--- src/hw/rtl/whm_ring.sv ---
// Sample ring storage: one write port, one registered read port.
// No dependencies.
module whm_ring #(
	parameter int DEPTH = 64,
	parameter int AW    = 6,
	parameter int DW    = 72
) (
	input  logic          clk,
	input  logic          we,
	input  logic [AW-1:0] waddr,
	input  logic [DW-1:0] wdata,
	input  logic [AW-1:0] raddr,
	output logic [DW-1:0] rdata
);

	logic [DW-1:0] mem [DEPTH];

	always_ff @(posedge clk) begin
		if (we) begin
			mem[waddr] <= wdata;
		end
		rdata <= mem[raddr];
	end

endmodule

--- config.mk ---
export PLATFORM = sky130hd
export DESIGN_NAME = whm_ring
export DESIGN_NICKNAME = d
export VERILOG_FILES = /design/src/hw/rtl/whm_ring.sv
export SDC_FILE = /design/constraint.sdc
export NUM_CORES = 2
export LEC_CHECK = 0
export BUFFER_PORTS_ARGS = -buffer_cell sky130_fd_sc_hd__buf_4
export CELL_PAD_IN_SITES_DETAIL_PLACEMENT = 1
export CELL_PAD_IN_SITES_GLOBAL_PLACEMENT = 1
export CORE_MARGIN = 10
export CORE_UTILIZATION = 40
export CTS_CLUSTER_SIZE = 8
export DETAILED_ROUTE_END_ITERATION = 8
export GPL_TIMING_DRIVEN = 0
export PLACE_DENSITY_LB_ADDON = 0.1
export SLEW_MARGIN = 0
export SYNTH_ARGS = -nofsm -noshare
export SYNTH_HDL_FRONTEND = slang
export SYNTH_MEMORY_MAX_BITS = 65536
export SYNTH_SLANG_ARGS = --single-unit
--- constraint.sdc ---
create_clock -name clk -period 7.2 [get_ports clk]
set_clock_uncertainty 0.05 [all_clocks]
set_input_delay 0.72 -clock clk [delete_from_list [all_inputs] [get_ports clk]]
set_output_delay 0.72 -clock clk [all_outputs]
set_load 0.1 [all_outputs]
==> results.json <==
{
  "viasPerCell": 6.32,
  "critPathRequiredTime_ns": 8.04,
  "grt_pass1_vias": 91900,
  "cpMostUsedCell": "buf_2",
  "finalSetupTns_ns": 0,
  "grt_pass1_wl_um": 858000,
  "post_cts_buffers": 0,
  "vdd_ir_drop_max_mv": 0.269,
  "synth_compound_area_share_pct": 2.74,
  "rsz0062_at_grt": "no",
  "slew_violations": 2,
  "hpwl_um": 446000,
  "synthAdderAreaFrac_pct": 0,
  "cp-start-kind": "primary input",
  "hold_viol_final": 0,
  "status": "complete, but fails checks",
  "clock_latency_ns": 1.10,
  "cp.arrival_ns": 5.25,
  "grt_overflow": 0,
  "p_leak_uw": 0.0656,
  "synth_cell_types": 27,
  "ios": 158,
  "synth_xor_area_share_pct": 0,
  "reg2reg_slack_ns": 4.56,
  "synth.mux.area_fraction_pct": 15.4,
  "async_flop_share_pct": 0,
  "synth_top_cell_by_area": "edfxtp_1",
  "crit_type": "in -> reg",
  "synth_most_common_cell": "edfxtp_1",
  "hold-path-cell-count": 1,
  "cts_hold_buf": 0,
  "route.detailed.drc": 0,
  "area_delta_synth_final_pct": 19.4,
  "die_y_um": 682,
  "placed_area_um2": 191000,
  "synthSimpleGateAreaFrac_pct": 0.882,
  "dieArea_um2": 465000,
  "whs_ns": 0.134,
  "h-tree-depth": 6,
  "core_um2": 437000,
  "synth_top_family_by_area": "multiplexers",
  "dr.pass1.iters": 8,
  "ys_seq_area_share_pct": 79.8,
  "syn_nets": 7391,
  "slowest_stage": "nand2_1",
  "holdCritStartpoint": "wdata[66]",
  "synth-edff-count": 4608,
  "ys_warn_count": 0,
  "relSlewSlack_pct": -9.11,
  "cts_sinks": 4680,
  "syn-cell-area_um2": 175000,
  "violations": "capacitance limit, slew limit",
  "end_kind": "flop",
  "cts_resized": 0,
  "reg2regPathDepth": 4,
  "cts_tree": "yes",
  "root_buffer": "clkbuf_16",
  "grt_usage_pct": 27.5,
  "start_util_pct": 40.1,
  "max_slew.worst_pin.slew_ns": 1.63,
  "p_per_area_nw_per_um2": 298,
  "wl_per_cell_um": 45.0,
  "layout.nets": 8542,
  "yosys-top-cells-count": "edfxtp_1, mux4_2, a22oi_1",
  "yosys.area.top_type_share_pct": 79.0,
  "rows": 243,
  "setup_violations": 0,
  "rr_startpoint": "mem[42][4]",
  "ys.flop_type": "edfxtp_1",
  "slowest_delay_ns": 1.04,
  "period_needed_ns": 4.41,
  "clkTransAtPathRegs_ns": 0.05,
  "antenna_found_initial": 107,
  "grt_max_degree": 65,
  "ant_nets": 0,
  "fin_cells": 14500,
  "place.gp.congestion": 0.770,
  "crit_path_max_fanout": 11,
  "final_area_um2": 209000,
  "holdPathEnd": "mem[24][66]",
  "design_power_total_uw": 62400,
  "worstPathCellList": "buf_2, buf_2, buf_2, nand2_1, clkbuf_1, o221ai_1, nor2_1, o211a_1",
  "port_buffers": 150,
  "max-clock-path-buffers": 4,
  "ys_top_cells_by_area": "edfxtp_1, mux4_2, a22oi_1",
  "vias": 91700,
  "synth_area_per_cell_um2": 24.0,
  "syn_inst": 7305,
  "drive_above_1_share_pct": 31.6,
  "drt_iter0_drc": 14900,
  "hold_class": "in -> reg",
  "r2r_end": "rdata[4]",
  "min_period_over_period_pct": 61.3,
  "fmax_ghz": 0.227,
  "finalWirelength_um": 653000,
  "fp.dieW_um": 682,
  "synth.ff_latch_count": 4680,
  "dp.cells": 13600,
  "cts_made_buffers": 657,
  "max_cap_viol_count": 3
}
-- worst max-delay path, delay by kind of cell --
kind | cells | cell delay [ns]
buf+inv | 4 | 2.31
simple gates | 2 | 1.19
compound gates | 2 | 0.92
-- how the worst max path moves through the flow --
stage / from / end / slack, ns / cells after the start
after global placement: waddr[3] / mem[48][61] / -10.65 / 4
final: raddr[2] / rdata[36] / 2.79 / 8
after CTS: raddr[2] / rdata[36] / 2.95 / 8
after detailed placement: raddr[2] / rdata[36] / 1.79 / 8
after floorplan: waddr[3] / mem[48][0] / 0.43 / 4
after global routing: raddr[2] / rdata[36] / 2.88 / 8
-- cells in the final DEF, fill, tap and decap left out, drive strengths merged --
cell type     n
nand2b        9
nor2        120
nand2         8
dfxtp        72
nand3       128
or3           3
nor3          2
clkinv       25
nand4         2
o221ai       54
bufinv        1
nand4b        1
o22ai       144
nand3b       26
mux4       1152
mux2i       108
buf         766
or2           2
o211a        72
inv          29
a211oi       72
edfxtp     4608
clkbuf      972
a22oi       288
nor2b         9
and2          3
or3b          4
diode        75
-- registers in the layout (all words and copies together), names as in the netlist --
signal	count
rdata	72
mem	4608
-- layout make-up --
class                   count  area, µm²
fillers                 38200     228000
clock inverters            55        831
multi-input cells        2207      34000
plain buffers             418       2070
well taps                5757       7200
clock buffers             828      17300
flip-flops and latches   4680     140000
repair buffers            492       7830
diodes                     75        188
-- per-stage QoR --
step	worst slack [ns]	utilization, %
3_5_place_dp	1.79	43.7
4_1_cts	2.95	47.8
3_3_place_gp	-10.65	42.0
6_report	2.79	47.9
5_1_grt	2.88	47.8
2_1_floorplan	0.431	-
-- report_power, final --
part / switching [µW] / internal, µW / total [µW]
logic: 2800 / 1050 / 3860
clock network: 11600 / 16700 / 28200
registers: 60.9 / 30200 / 30300
-- cells by family (layout without fill, tap and decap cells) --
kind of cell,Yosys count,in the layout
DFF,4680,4680
muxes,1260,1260
AOI/OAI and AO/OA,630,630
buffers and inverters,418,1793
and+or+nand+nor,317,317
other,0,75
-- per-layer routing --
layer | global-route usage, % | part of all wire (%) | vias up | wire length, µm
met5 | 0 | 0.0067 | - | 44
met4 | 8.72 | 3.2 | 6 | 20900
met3 | 5.91 | 9.6 | 1037 | 62700
met2 | 43.8 | 47 | 5394 | 309000
met1 | 38.2 | 40 | 51200 | 260000
li1 | - | - | 34100 | -
No activity file was read; power rests on OpenSTA's default activity.
