==> config.mk <==
export PLATFORM = sky130hd
export DESIGN_NAME = whm_mdu
export DESIGN_NICKNAME = d
export VERILOG_FILES = /design/src/hw/rtl/whm_pkg.sv /design/src/hw/rtl/whm_mdu.sv
export SDC_FILE = /design/constraint.sdc
export NUM_CORES = 1
export LEC_CHECK = 0
export BUFFER_PORTS_ARGS = -buffer_cell sky130_fd_sc_hd__buf_2
export CAP_MARGIN = 25
export CORE_ASPECT_RATIO = 0.7
export CORE_MARGIN = 5
export CORE_UTILIZATION = 40
export CTS_BUF_LIST = sky130_fd_sc_hd__clkbuf_16
export DETAILED_ROUTE_END_ITERATION = 10
export GPL_ROUTABILITY_DRIVEN = 0
export GPL_TIMING_DRIVEN = 1
export PLACE_DENSITY = 0.67
export SLEW_MARGIN = 20
export SYNTH_ARGS = -nofsm -noshare
export SYNTH_HDL_FRONTEND = slang
export SYNTH_SLANG_ARGS = --single-unit
==> constraint.sdc <==
create_clock -name clk -period 11.4 [get_ports clk]
set_input_delay 1.14 -clock clk [delete_from_list [all_inputs] [get_ports clk]]
set_output_delay 1.14 -clock clk [all_outputs]
set_load 0.03 [all_outputs]
==> src/hw/rtl/whm_pkg.sv <==
// Shared types and constants for the windowed trend health monitor.
// No dependencies; imported by the top level, the arithmetic unit and the checker.
package whm_pkg;

	// arithmetic unit operation codes
	localparam logic OP_MUL = 1'b0;
	localparam logic OP_DIV = 1'b1;

	// configuration register indexes
	localparam logic [1:0] CFG_CEILING = 2'd0;
	localparam logic [1:0] CFG_GROWTH  = 2'd1;
	localparam logic [1:0] CFG_WINDOW  = 2'd2;

	// result codes
	localparam logic [1:0] TREND_STABLE  = 2'd0;
	localparam logic [1:0] TREND_RISING  = 2'd1;
	localparam logic [1:0] TREND_FALLING = 2'd2;
	localparam logic [1:0] STATUS_OK       = 2'd0;
	localparam logic [1:0] STATUS_WARNING  = 2'd1;
	localparam logic [1:0] STATUS_CRITICAL = 2'd2;

	localparam logic [19:0] USEC_PER_SEC  = 20'd1000000;
	localparam logic [31:0] USEC_PER_HOUR = 32'd3600000000;
	localparam logic signed [32:0] TREND_BAND = 33'sd1024;

	// ceil(2^68 / 10^6): (span * UPTIME_RECIP) >> 68 is exact for any 48-bit span
	localparam logic [48:0] UPTIME_RECIP = 49'h1_0C6F_7A0B_5ED9;
	localparam int          UPTIME_SHIFT = 68;

	localparam logic [31:0] SLOPE_MAX = 32'h7FFF_FFFF;
	localparam logic [31:0] SLOPE_MIN = 32'h8000_0000;

	typedef struct packed {
		logic go;
		logic op;
	} mdu_req_t;

	typedef struct packed {
		logic done;
		logic sat;
	} mdu_rsp_t;

endpackage

==> src/hw/rtl/whm_mdu.sv <==
// Iterative multiply-accumulate / divide unit, one bit per cycle.
// Depends on whm_pkg for request/response types and op codes.
module whm_mdu #(
	parameter int W = 120
) (
	input  logic              clk,
	input  logic              arst_n,
	input  whm_pkg::mdu_req_t req,
	input  logic [W-1:0]      a,
	input  logic [W-1:0]      b,
	input  logic [W-1:0]      acc_init,
	output whm_pkg::mdu_rsp_t rsp,
	output logic [W-1:0]      prod,
	output logic [31:0]       quo
);
	import whm_pkg::*;

	localparam int CW = $clog2(W + 1);

	logic          busy_q, done_q, op_q, sat_q;
	logic [CW-1:0] cnt_q;
	logic [W-1:0]  acc_q, mc_q, mp_q, rem_q;
	logic [31:0]   q_q;

	logic [W-1:0] rem_sh, diff, sum;
	logic         ge;

	// mc holds the multiplicand (mul) or the shifting numerator (div),
	// mp holds the multiplier (mul) or the divisor (div)
	assign rem_sh = {rem_q[W-2:0], mc_q[W-1]};
	assign ge     = rem_sh >= mp_q;
	assign diff   = rem_sh - mp_q;
	assign sum    = acc_q + mc_q;

	always_ff @(posedge clk or negedge arst_n) begin
		if (!arst_n) begin
			busy_q <= 1'b0;
			done_q <= 1'b0;
		end else begin
			done_q <= 1'b0;
			if (!busy_q) begin
				if (req.go) begin
					busy_q <= 1'b1;
				end
			end else if (op_q == OP_MUL) begin
				if (mp_q == '0) begin
					busy_q <= 1'b0;
					done_q <= 1'b1;
				end
			end else if (cnt_q == CW'(1)) begin
				busy_q <= 1'b0;
				done_q <= 1'b1;
			end
		end
	end

	always_ff @(posedge clk) begin
		if (!busy_q) begin
			if (req.go) begin
				op_q  <= req.op;
				acc_q <= acc_init;
				mc_q  <= a;
				mp_q  <= b;
				rem_q <= '0;
				q_q   <= '0;
				sat_q <= 1'b0;
				cnt_q <= CW'(W);
			end
		end else if (op_q == OP_MUL) begin
			if (mp_q != '0) begin
				if (mp_q[0]) begin
					acc_q <= sum;
				end
				mc_q <= mc_q << 1;
				mp_q <= mp_q >> 1;
			end
		end else begin
			rem_q <= ge ? diff : rem_sh;
			q_q   <= {q_q[30:0], ge};
			sat_q <= sat_q | q_q[31];
			mc_q  <= mc_q << 1;
			cnt_q <= cnt_q - 1'b1;
		end
	end

	assign rsp.done = done_q;
	assign rsp.sat  = sat_q;
	assign prod     = acc_q;
	assign quo      = q_q;

endmodule

==> reports/summary.txt <==
=========================================================================================
Antenna-violating nets left ................................................            0
Num rows ...................................................................           95
Vertical extent of the die .................................................     269.6 um
Largest fanout on the critical path ........................................           59
HPWL after DPL .............................................................     101.4 mm
Post-synthesis sequential area ratio .......................................       40.67%
Number of placed instances, taps included ..................................         5500
Port bufs ..................................................................          517
Wire length per cell after detailed routing ................................     23.16 um
Count of flip-flops with a built-in enable after synthesis .................          520
Count of yosys warnings during synthesis ...................................            0
Crit path buffers/inverters ................................................            4
Fraction of layout cells with a size suffix above 1 ........................       22.91%
Kind of launch point of the worst setup path ...............................         flop
Crit path max-delay family ................................................. simple AND/OR/NAND/NOR gates
Number of design rule violations left after detail routing .................            0
Longest individual stage delay on the worst path ...........................      0.74 ns
Core ar. ................................................................... 0.09580 sq mm
Storage element area ....................................................... 0.01567 sq mm
Clk_skew ...................................................................   0.05178 ns
Kind of path behind the tightest hold check ................................  in -> async
Sort of element at the end of the critical path ............................         flop
Peak VDD IR ................................................................  0.0001752 V
CP Data Arrival Time .......................................................      6.02 ns
Chip Width .................................................................     380.9 um
Top-level port count .......................................................          518
Setup Crit Path Kind .......................................................   reg -> reg
Largest net degree at the start of global routing ..........................          121
Tot GR Track Use ...........................................................       23.99%
Cells after Synth ..........................................................         3918
Slew @ Worst Pin ...........................................................     1.129 ns
Final Setup Violations .....................................................            0
Total cell area at the placement stage ..................................... 0.04207 sq mm
Number of max-cap violations ...............................................            0
Count of instances resized after the clock tree is built ...................            0
Shortest period the worst path allows ......................................     5.655 ns
Cell types occupying the most area after synthesis ......................... edfxtp_1, mux2_2, ha_1
Portion of synthesized cell area occupied by the leading cell type .........       40.54%
Proportion of register bits with asynchronous set or reset after synthesis .      0.3831%
Nets in the synthesized netlist ............................................         4525
Per-cell via count in the routed design ....................................        5.916
Area occupied by multi-input gates ......................................... 0.02117 sq mm
Slowest library cell on the worst path .....................................        buf_4
Top cells by instance count after synthesis ................................ edfxtp_1, a21oi_1, mux2_2, nor2_1, nand2_1
Routed Wire Length .........................................................     130.4 mm
Count of TritonRoute iterations in the first routing pass ..................            7
Clock-pin slew on the worst setup and hold paths ...........................      0.07 ns
Static power due to leakage ................................................     18.34 nW
Critical path cell sequence ................................................ inv_1, ha_1, and2_1, nand3_1, or3_1, or2_1, or4_1, nor3_1, nor3_1, o31ai_4, buf_4, buf_4, buf_12, mux2i_1, nor2_1
Number of clock sinks ......................................................          522
Setup repair after global routing missed its margin ........................           no
Setup total negative slack .................................................         0 ns
Highest clock frequency the design can meet ................................   0.1768 GHz
Layout Cell Area excl Fill ................................................. 0.04411 sq mm
Post-synthesis average cell area ...........................................  9.830 sq um
Skew-Pair Late Insertion Delay .............................................      0.66 ns
Final Max Tran Viols .......................................................            0
Predominant post-synthesis flop cell .......................................     edfxtp_1
CTS tree ...................................................................          yes
Cell with the most instances after synthesis ...............................     edfxtp_1
Final global-route overflow total ..........................................            0
Flip-flop and latch count after synthesis ..................................          522
Die area ................................................................... 0.1027 sq mm
Deepest clock path buffer count ............................................            3
Netlist area before placement .............................................. 0.03851 sq mm
Cts bufs inserted ..........................................................           58
First-pass GRT wire length .................................................     193.2 mm
Buffer count from post-CTS setup fixing ....................................            0
Overall power ..............................................................     12.32 mW
Area growth from synthesis to layout .......................................       14.52%
Worst slew margin ..........................................................       24.44%
Number of global-route vias before repair ..................................        30940
Required time at the endpoint of the critical path .........................     11.77 ns
Number of inserted filler cells in the final layout ........................         9088
Outcome .................................................................... complete, no violations
Final hold violation count .................................................            0
Starting density of the core ...............................................       40.20%
Clock Tree Root ............................................................    clkbuf_16
Areal power density over the cells ......................................... 279.2 mW/mm^2
Finished Layout Cells ......................................................         5631
Library cells used by synthesis ............................................           81
Crit share post-route ......................................................       49.60%
NumNets Final ..............................................................         4908
H-tree depth ...............................................................            2
Total vias in the final route ..............................................        33310
Post-cts hold buffer count .................................................            0
Initial DRC count ..........................................................         3997
Library cell occupying the most area in the post-synthesis netlist .........     edfxtp_1
Antenna violations before repair ...........................................           36
=========================================================================================
[kinds of logic after synthesis]
logic type,Yosys count,share of synthesized area (%)
AOI/OAI and AO/OA,1033,16.79
xor gates and xnor gates,225,5.117
adders and majority gates,243,7.933
buffers and inverters,442,4.474
DFF,522,40.67
muxes,426,12.19
and+or+nand+nor,1027,12.83
[worst paths after layout]
path,start,to,slack (ns),cells after the start
min in group clk,op_q$_DFFE_PP_,done_q$_DFF_PN0_,0.53,1
setup reg to reg,mp_q[44]$_DFFE_PP_,rem_q[29]$_SDFFCE_PN0P_,5.75,15
setup / recovery,mp_q[44]$_DFFE_PP_,rem_q[29]$_SDFFCE_PN0P_,5.75,15
hold reg to reg,op_q$_DFFE_PP_,done_q$_DFF_PN0_,0.53,1
hold / removal,arst_n,busy_q$_DFF_PN0_,0.26,1
max in group asynchronous,arst_n,busy_q$_DFF_PN0_,11.02,1
[registers in the layout (all words and copies together) (netlist names)]
register,flops
op_q,1
quo,32
mc_q,120
busy_q,1
cnt_q,7
rem_q,119
prod,120
mp_q,120
done_q,1
sat_q,1
[worst reg2reg max path, stage by stage, from the launching register on]
cell and delay (ns):
edfxtp_1 0.38, inv_1 0.06, ha_1 0.40, and2_1 0.18, nand3_1 0.14, or3_1 0.39, or2_1 0.24, or4_1 0.51
nor3_1 0.26, nor3_1 0.11, o31ai_4 0.60, buf_4 0.75, buf_4 0.66, buf_12 0.35, mux2i_1 0.26, nor2_1 0.06
[cell type report]
class,instances,share of cell area [%]
clock buffers,59,3.347
clock inverters,48,1.041
multi-input cells,2954,47.99
well taps,1261,3.577
diodes,22,0.1248
inverters,222,1.895
repair buffers,543,6.496
flip-flops and latches,522,35.53
[routing by layer]
layer / GRT usage (%) / up-vias / part of all wire [%]
met4: 6.275 / 10 / 2.4
li1: - / 15360 / -
met1: 37.10 / 16020 / 47
met2: 32.27 / 1744 / 39
met5: 0 / - / 0.048
met3: 6.863 / 187 / 12
[placed cells by master (no fill, tap or decap), drive strengths merged, types with 10 or more instances in the layout]
| master | instances |
|---|---|
| a211oi | 31 |
| a21boi | 16 |
| a21o | 153 |
| a21oi | 359 |
| a221o | 10 |
| a31oi | 36 |
| and2 | 45 |
| and3 | 18 |
| and4 | 10 |
| buf | 543 |
| clkbuf | 59 |
| clkinv | 28 |
| diode | 22 |
| edfxtp | 520 |
| ha | 241 |
| inv | 230 |
| mux2 | 340 |
| mux2i | 86 |
| nand2 | 270 |
| nand2b | 17 |
| nand3 | 48 |
| nand4 | 131 |
| nor2 | 310 |
| nor2b | 24 |
| nor3 | 57 |
| nor4 | 48 |
| o211ai | 16 |
| o21a | 39 |
| o21ai | 198 |
| o21bai | 81 |
| o31ai | 23 |
| or3 | 11 |
| or4 | 11 |
| xnor2 | 140 |
| xor2 | 85 |
[metrics by stage]
| stage | utilization (%) | worst slack (ns) | hold WS (ns) |
|---|---|---|---|
| floorplan | - | 0.8003 | 0.4602 |
| global placement | 43.85 | 5.938 | 0.5057 |
| detailed placement | 43.91 | 5.697 | 0.5150 |
| CTS | 45.93 | 5.653 | 0.1998 |
| global route | 46.02 | 5.348 | 0.2068 |
| finish | 46.04 | 5.745 | 0.2590 |
[power breakdown]
part / switching [mW] / internal [mW]
Sequential: 0.373 / 2.92
Combinational: 4.35 / 2.72
Clock: 0.883 / 1.08
No activity file was read; power rests on OpenSTA's default activity.
